--- src/sv/sru_pkg.sv ---
// ----------------------------------------------------------------------------
// sru_pkg: shared types and constants of the SysEx RLE unpacker
// Item and result structs, status codes, length limits and result queue sizes.
// ----------------------------------------------------------------------------
package sru_pkg;

  // Width of the decoded byte counter
  localparam int unsigned LENGTH_BITS = 16;

  // Compare width: wide enough for capacity, the counter and one carry bit
  localparam int unsigned CMP_W = ((LENGTH_BITS > 16) ? LENGTH_BITS : 16) + 1;

  // Largest count the counter can hold, at compare width
  localparam logic [CMP_W-1:0] LEN_MAX = {{(CMP_W - LENGTH_BITS){1'b0}},
                                          {LENGTH_BITS{1'b1}}};

  localparam logic [15:0] CAP_RESET = 16'hFFFF;

  // Header decode thresholds
  localparam logic [7:0] HDR_RUN_BASE  = 8'd64;  // at or above: run header
  localparam logic [7:0] HDR_BAD_LO    = 8'd60;  // 60..63 are reserved
  localparam logic [7:0] HDR_SIZE3_LO  = 8'd4;
  localparam logic [7:0] HDR_SIZE4_LO  = 8'd12;
  localparam logic [7:0] HDR_SIZE5_LO  = 8'd28;
  localparam logic [6:0] RUN_LEN_EXT   = 7'd31;  // length field that needs an ext byte

  // Result queue
  localparam int unsigned RES_FIFO_DEPTH = 4;
  localparam int unsigned RES_PTR_W      = $clog2(RES_FIFO_DEPTH);
  localparam int unsigned RES_CNT_W      = $clog2(RES_FIFO_DEPTH + 1);

  typedef enum logic [2:0] {
    STAT_OK         = 3'd0,
    STAT_BAD_HEADER = 3'd1,
    STAT_TRUNC_GRP  = 3'd2,
    STAT_OVF_GRP    = 3'd3,
    STAT_TRUNC_RUN  = 3'd4,
    STAT_OVF_RUN    = 3'd5
  } status_e;

  typedef struct packed {
    logic [7:0] in_byte;
    logic       last;
  } in_item_t;

  typedef struct packed {
    logic [7:0]  out_byte;
    logic [8:0]  repeat_res;
    logic        end_of_message;
    status_e     status;
    logic [15:0] decoded_length;
  } res_item_t;

  // Up to two results written into the queue in one cycle, in order
  typedef struct packed {
    logic [1:0] cnt;
    res_item_t  first;
    res_item_t  second;
  } res_push_t;

endpackage

--- src/sv/sysex_rle_unpacker_core.sv ---
// ----------------------------------------------------------------------------
// sysex_rle_unpacker_core: 7-bit-safe run-length SysEx decoder
// Turns packed message bytes into (value, repeat) results plus a closing
// status item per message.
// ----------------------------------------------------------------------------
// Usage:
//   Input channel (in_valid_i / in_ready_o / in_data_i) takes one packed byte
//   per transfer, with a last flag on the final byte of a message.
//   Output channel (out_valid_o / out_ready_i / out_data_o) gives one result
//   per transfer: a data result (value and repeat count) or the closing item
//   of a message (end_of_message set, status, decoded length).
//   cfg_we_i / cfg_wdata_i write the capacity limit; write it between messages.
// Timing:
//   A byte is held and decoded in the input register; when that register
//   advances, its results are written into a four-entry result queue, and its
//   first result is offered from the queue from then on.
//   One byte per cycle is sustained while each byte makes at most one result
//   and the receiver takes every result; a final byte that also completes
//   data makes two results and takes two output transfers. The queue level
//   sets the rate: the register drains only while at least two entries are free.
// Reset: decoder state clears to "expecting header", the queue empties and
//   capacity returns to 65535. When the receiver stalls, the queue fills and
//   in_ready_o drops; nothing is lost or reordered.
// ----------------------------------------------------------------------------
module sysex_rle_unpacker_core (
  input  logic               clk_i,
  input  logic               rst_ni,
  input  logic               in_valid_i,
  output logic               in_ready_o,
  input  sru_pkg::in_item_t  in_data_i,
  output logic               out_valid_o,
  input  logic               out_ready_i,
  output sru_pkg::res_item_t out_data_o,
  input  logic               cfg_we_i,
  input  logic [15:0]        cfg_wdata_i
);
  import sru_pkg::*;

  typedef enum logic [1:0] {
    PH_HEADER = 2'd0,
    PH_GROUP  = 2'd1,
    PH_EXT    = 2'd2,
    PH_VALUE  = 2'd3
  } phase_e;

  // Input register stage
  logic      v_q;
  in_item_t  item_q;
  logic      advance;

  // Decoder state
  phase_e                 phase_q, phase_d;
  logic [2:0]             group_left_q, group_left_d;
  logic [2:0]             group_index_q, group_index_d;
  logic [4:0]             high_mask_q, high_mask_d;
  logic                   run_high_q, run_high_d;
  logic [8:0]             run_len_q, run_len_d;
  logic [LENGTH_BITS-1:0] produced_q, produced_d;
  status_e                err_q, err_d;
  logic                   ovf_q, ovf_d;
  logic [15:0]            cap_q;

  logic [RES_CNT_W-1:0]   level;
  res_push_t              push_d;

  // The queue must have room for a data result and a closing item
  assign advance    = v_q && (level <= RES_CNT_W'(RES_FIFO_DEPTH - 2));
  assign in_ready_o = !v_q || advance;

  // --------------------------------------------------------------------------
  // Decode of the byte in the input register
  // --------------------------------------------------------------------------
  logic [CMP_W-1:0] limit;
  logic [CMP_W-1:0] cap_ext;
  logic [7:0]       b;
  logic [7:0]       f;
  logic [2:0]       grp_size;
  logic [7:0]       grp_off;
  logic [4:0]       mask_sh;
  logic             emit;
  res_item_t        data_res;
  res_item_t        close_res;

  assign cap_ext = CMP_W'(cap_q);
  assign limit   = (cap_ext < LEN_MAX) ? cap_ext : LEN_MAX;
  assign b       = item_q.in_byte;
  assign f       = b - HDR_RUN_BASE;
  assign mask_sh = high_mask_q >> group_index_q;

  always_comb begin
    priority if (b < HDR_SIZE3_LO) begin
      grp_size = 3'd2; grp_off = 8'd0;
    end else if (b < HDR_SIZE4_LO) begin
      grp_size = 3'd3; grp_off = HDR_SIZE3_LO;
    end else if (b < HDR_SIZE5_LO) begin
      grp_size = 3'd4; grp_off = HDR_SIZE4_LO;
    end else begin
      grp_size = 3'd5; grp_off = HDR_SIZE5_LO;
    end
  end

  always_comb begin
    phase_d       = phase_q;
    group_left_d  = group_left_q;
    group_index_d = group_index_q;
    high_mask_d   = high_mask_q;
    run_high_d    = run_high_q;
    run_len_d     = run_len_q;
    produced_d    = produced_q;
    err_d         = err_q;
    ovf_d         = ovf_q;
    emit          = 1'b0;
    data_res      = '0;
    close_res     = '0;
    push_d        = '0;

    // once an error is latched, only the final byte matters
    if (err_q == STAT_OK) begin
      unique case (phase_q)
        PH_HEADER: begin
          // a header on the final byte is dropped
          if (!item_q.last) begin
            if (b < HDR_RUN_BASE) begin
              if (b >= HDR_BAD_LO) begin
                err_d = STAT_BAD_HEADER;
              end else begin
                group_left_d  = grp_size;
                group_index_d = '0;
                high_mask_d   = 5'(b - grp_off);
                ovf_d         = (CMP_W'(produced_q) + CMP_W'(grp_size)) > limit;
                phase_d       = PH_GROUP;
              end
            end else begin
              run_high_d = f[0];
              run_len_d  = 9'(f[7:1]);
              phase_d    = (f[7:1] == RUN_LEN_EXT) ? PH_EXT : PH_VALUE;
            end
          end
        end
        PH_GROUP: begin
          if (item_q.last && group_left_q > 3'd1) begin
            err_d = STAT_TRUNC_GRP;
          end else begin
            if (!ovf_q) begin
              emit                = 1'b1;
              data_res.out_byte   = {mask_sh[0], b[6:0]};
              data_res.repeat_res = 9'd1;
              produced_d          = produced_q + LENGTH_BITS'(1);
            end
            group_index_d = group_index_q + 3'd1;
            group_left_d  = group_left_q - 3'd1;
            if (group_left_q == 3'd1) begin
              if (ovf_q) begin
                err_d = STAT_OVF_GRP;
              end
              ovf_d   = 1'b0;
              phase_d = PH_HEADER;
            end
          end
        end
        PH_EXT: begin
          run_len_d = 9'(RUN_LEN_EXT) + 9'(b);
          if (item_q.last) begin
            err_d = STAT_TRUNC_RUN;
          end else begin
            phase_d = PH_VALUE;
          end
        end
        PH_VALUE: begin
          if ((CMP_W'(produced_q) + CMP_W'(run_len_q)) > limit) begin
            err_d = STAT_OVF_RUN;
          end else if (run_len_q != 9'd0) begin
            emit                = 1'b1;
            data_res.out_byte   = {b[7] ^ run_high_q, b[6:0]};
            data_res.repeat_res = run_len_q;
            produced_d          = produced_q + LENGTH_BITS'(run_len_q);
          end
          phase_d = PH_HEADER;
        end
        default: begin
          phase_d = PH_HEADER;
        end
      endcase
    end

    // closing item, then back to the start of a message
    if (item_q.last) begin
      close_res.end_of_message = 1'b1;
      close_res.status         = err_d;
      close_res.decoded_length = (err_d == STAT_OK) ? 16'(produced_d) : 16'd0;
      phase_d       = PH_HEADER;
      group_left_d  = '0;
      group_index_d = '0;
      high_mask_d   = '0;
      run_high_d    = 1'b0;
      run_len_d     = '0;
      produced_d    = '0;
      err_d         = STAT_OK;
      ovf_d         = 1'b0;
    end

    if (advance) begin
      if (emit && item_q.last) begin
        push_d.cnt    = 2'd2;
        push_d.first  = data_res;
        push_d.second = close_res;
      end else if (emit) begin
        push_d.cnt   = 2'd1;
        push_d.first = data_res;
      end else if (item_q.last) begin
        push_d.cnt   = 2'd1;
        push_d.first = close_res;
      end
    end
  end

  // --------------------------------------------------------------------------
  // Registers
  // --------------------------------------------------------------------------
  always_ff @(posedge clk_i or negedge rst_ni) begin
    if (!rst_ni) begin
      v_q           <= 1'b0;
      phase_q       <= PH_HEADER;
      group_left_q  <= '0;
      group_index_q <= '0;
      high_mask_q   <= '0;
      run_high_q    <= 1'b0;
      run_len_q     <= '0;
      produced_q    <= '0;
      err_q         <= STAT_OK;
      ovf_q         <= 1'b0;
      cap_q         <= CAP_RESET;
    end else begin
      if (in_ready_o) begin
        v_q <= in_valid_i;
      end
      if (advance) begin
        phase_q       <= phase_d;
        group_left_q  <= group_left_d;
        group_index_q <= group_index_d;
        high_mask_q   <= high_mask_d;
        run_high_q    <= run_high_d;
        run_len_q     <= run_len_d;
        produced_q    <= produced_d;
        err_q         <= err_d;
        ovf_q         <= ovf_d;
      end
      if (cfg_we_i) begin
        cap_q <= cfg_wdata_i;
      end
    end
  end

  // input payload, no reset
  always_ff @(posedge clk_i) begin
    if (in_valid_i && in_ready_o) begin
      item_q <= in_data_i;
    end
  end

  sru_res_fifo u_res_fifo (
    .clk_i       (clk_i),
    .rst_ni      (rst_ni),
    .push_i      (push_d),
    .level_o     (level),
    .out_valid_o (out_valid_o),
    .out_ready_i (out_ready_i),
    .out_data_o  (out_data_o)
  );

`ifndef SYNTHESIS
  a_close_clears: assert property (@(posedge clk_i) disable iff (!rst_ni)
    (advance && item_q.last) |=>
      (phase_q == PH_HEADER && produced_q == '0 && err_q == STAT_OK && !ovf_q))
    else $error("message state not cleared after closing item");

  a_err_silent: assert property (@(posedge clk_i) disable iff (!rst_ni)
    (advance && err_q != STAT_OK) |->
      (push_d.cnt == 2'd0 || (push_d.cnt == 2'd1 && push_d.first.end_of_message)))
    else $error("data emitted after an error");

  a_err_sticky: assert property (@(posedge clk_i) disable iff (!rst_ni)
    (advance && err_q != STAT_OK && !item_q.last) |=> (err_q == $past(err_q)))
    else $error("latched error changed inside a message");

  a_group_live: assert property (@(posedge clk_i) disable iff (!rst_ni)
    (phase_q == PH_GROUP) |-> (group_left_q != 3'd0))
    else $error("group phase with no bytes left");
`endif

endmodule

--- src/sv/sru_res_fifo.sv ---
// ----------------------------------------------------------------------------
// sru_res_fifo: result queue of the SysEx RLE unpacker
// Small register queue that takes up to two results a cycle, gives one.
// ----------------------------------------------------------------------------
module sru_res_fifo (
  input  logic                          clk_i,
  input  logic                          rst_ni,
  input  sru_pkg::res_push_t            push_i,
  output logic [sru_pkg::RES_CNT_W-1:0] level_o,
  output logic                          out_valid_o,
  input  logic                          out_ready_i,
  output sru_pkg::res_item_t            out_data_o
);
  import sru_pkg::*;

  res_item_t              mem_q [RES_FIFO_DEPTH];
  logic [RES_PTR_W-1:0]   wr_ptr_q, rd_ptr_q;
  logic [RES_CNT_W-1:0]   cnt_q;
  logic                   pop;
  logic [RES_PTR_W-1:0]   wr_ptr_nxt;

  assign pop         = out_valid_o && out_ready_i;
  assign out_valid_o = (cnt_q != '0);
  assign out_data_o  = mem_q[rd_ptr_q];
  assign level_o     = cnt_q;
  assign wr_ptr_nxt  = wr_ptr_q + RES_PTR_W'(1);

  always_ff @(posedge clk_i or negedge rst_ni) begin
    if (!rst_ni) begin
      wr_ptr_q <= '0;
      rd_ptr_q <= '0;
      cnt_q    <= '0;
    end else begin
      wr_ptr_q <= wr_ptr_q + RES_PTR_W'(push_i.cnt);
      if (pop) begin
        rd_ptr_q <= rd_ptr_q + RES_PTR_W'(1);
      end
      cnt_q <= cnt_q + RES_CNT_W'(push_i.cnt) - RES_CNT_W'(pop);
    end
  end

  // payload storage, no reset
  always_ff @(posedge clk_i) begin
    if (push_i.cnt != 2'd0) begin
      mem_q[wr_ptr_q] <= push_i.first;
    end
    if (push_i.cnt == 2'd2) begin
      mem_q[wr_ptr_nxt] <= push_i.second;
    end
  end

`ifndef SYNTHESIS
  a_no_overflow: assert property (@(posedge clk_i) disable iff (!rst_ni)
    (RES_CNT_W + 1)'(cnt_q) + (RES_CNT_W + 1)'(push_i.cnt)
      <= (RES_CNT_W + 1)'(RES_FIFO_DEPTH))
    else $error("result queue written past its depth");

  a_push_in_order: assert property (@(posedge clk_i) disable iff (!rst_ni)
    (push_i.cnt == 2'd2) |-> push_i.second.end_of_message)
    else $error("second result of a cycle must close the message");

  a_level_bound: assert property (@(posedge clk_i) disable iff (!rst_ni)
    cnt_q <= RES_CNT_W'(RES_FIFO_DEPTH))
    else $error("result queue level above its depth");
`endif

endmodule
--- config.mk ---
export PLATFORM = sky130hd
export DESIGN_NAME = sysex_rle_unpacker_core
export DESIGN_NICKNAME = d
export VERILOG_FILES = /design/src/sv/sru_pkg.sv /design/src/sv/sysex_rle_unpacker_core.sv /design/src/sv/sru_res_fifo.sv
export SDC_FILE = /design/constraint.sdc
export NUM_CORES = 1
export LEC_CHECK = 0
export ABC_AREA = 1
export BUFFER_PORTS_ARGS = -buffer_cell sky130_fd_sc_hd__buf_2
export CELL_PAD_IN_SITES_DETAIL_PLACEMENT = 2
export CELL_PAD_IN_SITES_GLOBAL_PLACEMENT = 2
export CORE_MARGIN = 3
export CORE_UTILIZATION = 40
export CTS_CLUSTER_DIAMETER = 40
export DETAILED_ROUTE_END_ITERATION = 6
export PLACE_DENSITY = 0.82
export SLEW_MARGIN = 20
export SYNTH_ARGS = -nofsm -noshare
export SYNTH_HDL_FRONTEND = slang
export SYNTH_SLANG_ARGS = --single-unit
--- constraint.sdc ---
create_clock -name clk_i -period 10.96 [get_ports clk_i]
set_clock_uncertainty 0.15 [all_clocks]
set_input_delay 0 -clock clk_i [delete_from_list [all_inputs] [get_ports clk_i]]
set_output_delay 0 -clock clk_i [all_outputs]
set_load 0.05 [all_outputs]
==> results of run 1 <==
[through the flow]
stage          cells  hold WS (ps)  setup slack (ps)  area, um2
2_1_floorplan   1657          -446              5760      13100
3_3_place_gp    2087         -59.7              4020      13700
3_5_place_dp    2087         -51.4              3610      13700
4_1_cts         2226          6.82              3390      15800
5_1_grt         2226          26.9              2350      15800
6_report        2226          28.5              2800      15800
[kinds of logic after synthesis]
family / count (synthesis)
multiplexers: 1
adder cells (fa/ha/maj): 63
AO/OA/AOI/OAI: 353
flip-flops: 224
AND/OR/NAND/NOR: 736
XOR/XNOR: 40
buffers and inverters: 240
[flip-flops by register name (all words and copies together) (netlist names)]
signal and count:
u_res_fifo.rd_ptr_q 2, item_q 1, group_index_q 3, run_high_q 1
v_q 1, u_res_fifo.mem_q 148, high_mask_q 5, ovf_q 1
produced_q 16, cap_q 16, group_left_q 3, b 8
u_res_fifo.wr_ptr_q 2, err_q 3, phase_q 2, u_res_fifo.level_o 3
run_len_q 9
[report_power, final]
group | internal [W] | switching, W
combinational | 0.000732 | 0.00222
sequential | 0.00106 | 0.000209
clock | 0.000881 | 0.000532
total | 0.00267 | 0.00296
[cell usage after synthesis (6+ instances only)]
| master | number |
|---|---|
| nor3_1 | 20 |
| clkinv_1 | 8 |
| edfxtp_1 | 89 |
| dfrtp_1 | 51 |
| nor2_1 | 212 |
| xor2_1 | 33 |
| nand2_4 | 11 |
| inv_1 | 142 |
| nand2_1 | 249 |
| nand2_2 | 6 |
| ha_1 | 59 |
| dfstp_2 | 16 |
| clkbuf_1 | 65 |
| buf_2 | 9 |
| nand3_1 | 166 |
| nor2_2 | 17 |
| o22ai_1 | 63 |
| o211ai_1 | 10 |
| xnor2_1 | 7 |
| nand4_1 | 40 |
| o21ai_0 | 223 |
| dfxtp_1 | 68 |
| a21oi_1 | 35 |
[final cells by class]
class                           instances  share of cell area [%]
Clock buffer                           54                    7.51
Multi-Input combinational cell       1193                    40.7
Tap cell                              435                    3.43
Clock inverter                         24                    1.91
Sequential cell                       224                    36.2
Timing Repair Buffer                  140                    6.58
Inverter                              156                    3.71
[cells in the final DEF (no fill, tap or decap), types with 11 or more instances in the layout]
| master | Yosys | layout |
|---|---|---|
| o21ai_0 | 223 | 223 |
| o22ai_1 | 63 | 63 |
| xor2_1 | 33 | 33 |
| inv_1 | 142 | 141 |
| dlygate4sd3_1 | 0 | 60 |
| dfrtp_1 | 51 | 50 |
| dfxtp_1 | 68 | 68 |
| nand2_4 | 11 | 11 |
| ha_1 | 59 | 59 |
| nand3_1 | 166 | 166 |
| buf_4 | 4 | 11 |
| nor2_1 | 212 | 212 |
| nand4_1 | 40 | 40 |
| dfstp_2 | 16 | 16 |
| nand2_1 | 249 | 247 |
| buf_2 | 9 | 68 |
| nor3_1 | 20 | 20 |
| edfxtp_1 | 89 | 89 |
| nor2_2 | 17 | 17 |
| clkbuf_16 | 0 | 45 |
| a21oi_1 | 35 | 35 |
[path summary, 6_finish.rpt]
kind | endpoint | cells after the start
worst min-delay path | b[5] | 2
worst max-delay path | u_res_fifo.mem_q[1][11] | 29
max in group asynchronous | u_res_fifo.rd_ptr_q[0] | 4
worst min register to register | u_res_fifo.mem_q[2][25] | 2
worst max register to register | u_res_fifo.mem_q[1][11] | 29
min in group asynchronous | cap_q[14] | 3
[routing by layer]
| layer | up-vias | GRT usage [%] |
|---|---|---|
| li1 | 5872 | - |
| met1 | 6764 | 38.1 |
| met2 | 527 | 62.1 |
| met3 | 235 | 5.88 |
| met4 | 0 | 21.1 |
| met5 | - | 0 |
[worst max-delay path, delay by kind of cell (launching register included)]
family / cells / cell delay, ps
and+or+nand+nor: 22 / 4410
adders and majority gates: 4 / 1360
DFF: 1 / 500
AOI/OAI and AO/OA: 2 / 350
buffers and inverters: 1 / 920
[timing repair]
item                                    CTS  global route
gates resized for setup                   0             0
hold buffers                             61             0
endpoints found under the hold margin    60             0
endpoints found under the setup margin    0             0
==> impl_metrics.tcl, run 1 <==
set metrics [dict create \
    status "finished, final reports clean" \
    cts_tree "built" \
    die_x_um 187 \
    core_um2 32000 \
    synth.mux.area_fraction_pct 0.0858 \
    grt_pass1_vias 15200 \
    synth_top_family_by_area "simple AND/OR/NAND/NOR gates" \
    drive_gt1_share_pct 12.8 \
    synth_area_um2 13100 \
    peakVddDrop_mv 0.206 \
    clk_pin_slew_ps 60 \
    num-fill-cells 3512 \
    yosysWarnings 0 \
    cpPeakStageDelay_ps 1230 \
    vias 13400 \
    period_share_pct 74.4 \
    hold_viol 0 \
    critPathArrivalTime_ps 8150 \
    grt_max_degree 78 \
    setup_viol 0 \
    yosysSeqAreaShare_pct 43.7 \
    cts_setup_buffers 0 \
    hp-class "in -> reg" \
    synth_top_area_share_pct 20.4 \
    met3WireLength_um 3040 \
    wl_um 61500 \
    clk_latency_ps 560 \
    syn_inst 1657 \
    hold_start "in_data_i[6]" \
    r2r_setup_slack_ps 2800 \
    p_per_area_nw_per_um2 355 \
    first_pass_iters 7 \
    synthAdderAreaFrac_pct 6.24 \
    detailed_place_hpwl_um 34900 \
    r2r_start "produced_q[0]" \
    worstPathRequired_ps 10960 \
    drt_iter0_drc 985 \
    synthXorXnorAreaFrac_pct 2.67 \
    port_buffers 68 \
    syn-mean-instance-area_um2 7.92 \
    synthSimpleGateAreaFrac_pct 25.3 \
    critPathMostFrequentCell "nand2_1" \
    multi_input_area_um2 6450 \
    drc 0 \
    drv_cap 0 \
    insertedDiodeCount 0 \
    wl_met2_um 31300 \
    avgViaCountPerCell 6.02 \
    finalNetCount 1850 \
    fin_util_pct 49.6 \
    synth_async_sr_flop_share_pct 29.9 \
    ant_nets 0 \
    cts_buffers 42 \
    synth_edf_count 89 \
    yosys_most_used_dff "edfxtp_1" \
    synth.largest_area_cell "edfxtp_1" \
    die-area_um2 35000 \
    cts_buffer_depth 3 \
    io_pins 69 \
    layout_min_cycle_time_ps 8160 \
    yosys_register_bits 224 \
    slew_violations 0 \
    leakage_nw 6.80 \
    start_util_pct 41.0 \
    syn_nets 1750 \
    end_kind "flop" \
    critPathKind "reg -> reg" \
    wl_per_cell_um 27.6 \
    rsz0062_at_grt "no" \
    slowest_stage "nand2_1" \
    fmax_mhz 123 \
    die_h_um 187 \
    synth_compound_area_share_pct 14.8 \
    synth_area_leaders "edfxtp_1 (20%), dfxtp_1 (10%), dfrtp_1 (9.7%)" \
    relSlewSlack_pct 25.1 \
    critical_path.startpoint_type "flop" \
    clock-sinks 224 \
    grt.overflow.total 0 \
    crit_start "produced_q[0]" \
    row_count 65 \
    total_power_w 0.00563 \
    seq_area_um2 5730 \
    h-tree-depth 2 \
    antenna_found_initial 0 \
    place_congestion 0.900 \
    yosysUniqueCellTypes 51 \
    finalSetupTns_ps 0 \
    topRoutingLayerUsed "met4" \
    area_growth_pct 20.8 \
    root_buffer "clkbuf_16" \
    worstMarginPinSlew_ps 1120 \
    track_usage_pct 34.6 \
    grt_pass1_wl_um 94200 \
    critPathMaxFanout 36 \
    wl_met1_um 23000 \
]
Note: power is estimated with default switching activity, not from simulation.
==> run 2: changes to the inputs <==
- CORE_UTILIZATION: 40 -> 37
- PLACE_DENSITY: 0.82 -> 0.77
- clock period: 10.96 -> 7.7 ns (I/O delays scaled with it)
==> impl_metrics.tcl, run 2 (synthesized netlist as in run 1, its figures left out) <==
set metrics [dict create \
    clock-sinks 224 \
    place_ws_ps 1420 \
    wl_um 53800 \
    end_kind "flop" \
    track_usage_pct 28.5 \
    clk_latency_ps 580 \
    h-tree-depth 2 \
    cts_buffer_depth 3 \
    row_count 68 \
    cts_resized 0 \
    grt_pass1_wl_um 85300 \
    reg_top3 "u_res_fifo.mem_q (148), cap_q (16), produced_q (16)" \
    io_pins 69 \
    start_util_pct 37.8 \
    root_buffer "clkbuf_16" \
    core_um2 34700 \
    worstPathRequired_ps 7750 \
    cts_tree "built" \
    peakVddDrop_mv 0.367 \
    finalSetupTns_ps 0 \
    cpPeakStageDelay_ps 740 \
    critPathArrivalTime_ps 6580 \
    final_cell_mix "nand2_1 (249), o21ai_0 (223), nor2_1 (212)" \
    worstMarginPinSlew_ps 953 \
    layout_min_cycle_time_ps 6540 \
    fin_util_pct 46.3 \
    drc 0 \
    relSlewSlack_pct 36.3 \
    place_congestion 0.896 \
    vias 12900 \
    area_growth_pct 22.4 \
    clk_pin_slew_ps 60 \
    slowest_stage "nand2_1" \
    hold_viol 0 \
    largest_reg_flops 148 \
    critPathKind "reg -> reg" \
    top_register "u_res_fifo.mem_q" \
    detailed_place_hpwl_um 34100 \
    hp-class "in -> reg" \
    wl_per_cell_um 23.7 \
    r2r_setup_slack_ps 1160 \
    critPathMostFrequentCell "nand2_1" \
    finalNetCount 1869 \
    busiest_layer "met2" \
    slew_violations 0 \
    insertedDiodeCount 0 \
    critPathMaxFanout 36 \
    drive_gt1_share_pct 13.2 \
    antenna_found_initial 0 \
    grt_pass1_vias 14300 \
    leakage_nw 6.88 \
    cts_buffers 44 \
    fmax_mhz 153 \
    first_pass_iters 5 \
    drv_cap 0 \
    status "finished, final reports clean" \
    grt.met1_usage_pct 36.9 \
    port_buffers 68 \
    drt_iter0_drc 825 \
    grtUsageMet3_pct 4.33 \
    period_share_pct 84.9 \
    met2_usage_pct 49.2 \
    setup_ws_ps 1160 \
    critical_path.startpoint_type "flop" \
    setup_viol 0 \
    ant_nets 0 \
    grt.overflow.total 0 \
    rsz0062_at_grt "no" \
    cts_setup_buffers 0 \
    p_per_area_nw_per_um2 481 \
    avgViaCountPerCell 5.67 \
    grt_max_degree 75 \
    die_h_um 194 \
    die-area_um2 37800 \
    layout_commonest_cell "nand2_1" \
    die_x_um 194 \
]
==> run 2: cell types whose count changed in the layout (fill, tap and decap cells not counted), sizes merged <==
| cell | change |
|---|---|
| inv | -4 |
| clkinvlp | +4 |
| buf | +6 |
| clkinv | +7 |
| bufinv | +1 |
| clkbuf | -4 |
| dlygate4sd3 | +11 |
==> run 2: path summary, 6_finish.rpt <==
| check | startpoint | end | cells past startpoint |
|---|---|---|---|
| max | run_len_q[5] | u_res_fifo.mem_q[1][14] | 28 |
| min | in_valid_i | v_q | 4 |
| max reg2reg | run_len_q[5] | u_res_fifo.mem_q[1][14] | 28 |
| min reg2reg | u_res_fifo.mem_q[2][36] | u_res_fifo.mem_q[2][36] | 2 |
| max in group asynchronous | rst_ni | high_mask_q[3] | 4 |
| min in group asynchronous | rst_ni | group_index_q[1] | 3 |
==> run 2: area by class of cell <==
type,instances,area [um2]
fillers,3834,18700
multi-input cells,1193,6450
flip-flops and latches,224,5730
repair buffers,157,1200
clock buffers,50,1150
inverters,156,588
well taps,455,569
clock inverters,32,372
==> run 2: power by group <==
group          switching, W  internal, W  total [W]
clock network      0.000741      0.00127    0.00201
registers          0.000297      0.00150    0.00180
logic               0.00289      0.00104    0.00392
==> run 2: what timing repair did <==
| action | in CTS | in global routing |
|---|---|---|
| hold endpoints to repair | 104 | 0 |
| hold buffers | 72 | 0 |
| endpoints found under the setup margin | 0 | 0 |
==> run 2: through the flow <==
| stage | instance area (um2) | hold slack [ps] | instances | power (W) |
|---|---|---|---|---|
| 2_1_floorplan | 13100 | -446 | 1657 | 0.00440 |
| 3_3_place_gp | 13800 | 28.2 | 2113 | 0.00540 |
| 3_5_place_dp | 13800 | 28.4 | 2113 | 0.00555 |
| 4_1_cts | 16100 | 14.7 | 2267 | 0.00765 |
| 5_1_grt | 16100 | 31.6 | 2267 | 0.00824 |
| 6_report | 16100 | 49.3 | 2267 | 0.00773 |
==> run 2: critical path: cells and delay by family, from the launching register on <==
kind            cells  cell delay [ps]
simple gates       21             3760
buf+inv             2              400
flops               1              490
fa+ha+maj           3             1030
xor+xnor            1              220
compound gates      1               60
==> run 2: metal layers <==
| layer | share of wire [%] | wire length, um |
|---|---|---|
| met4 | 3.3 | 1780 |
| met2 | 49 | 26100 |
| met1 | 44 | 23600 |
| met3 | 4.2 | 2250 |
| met5 | 0 | 0 |
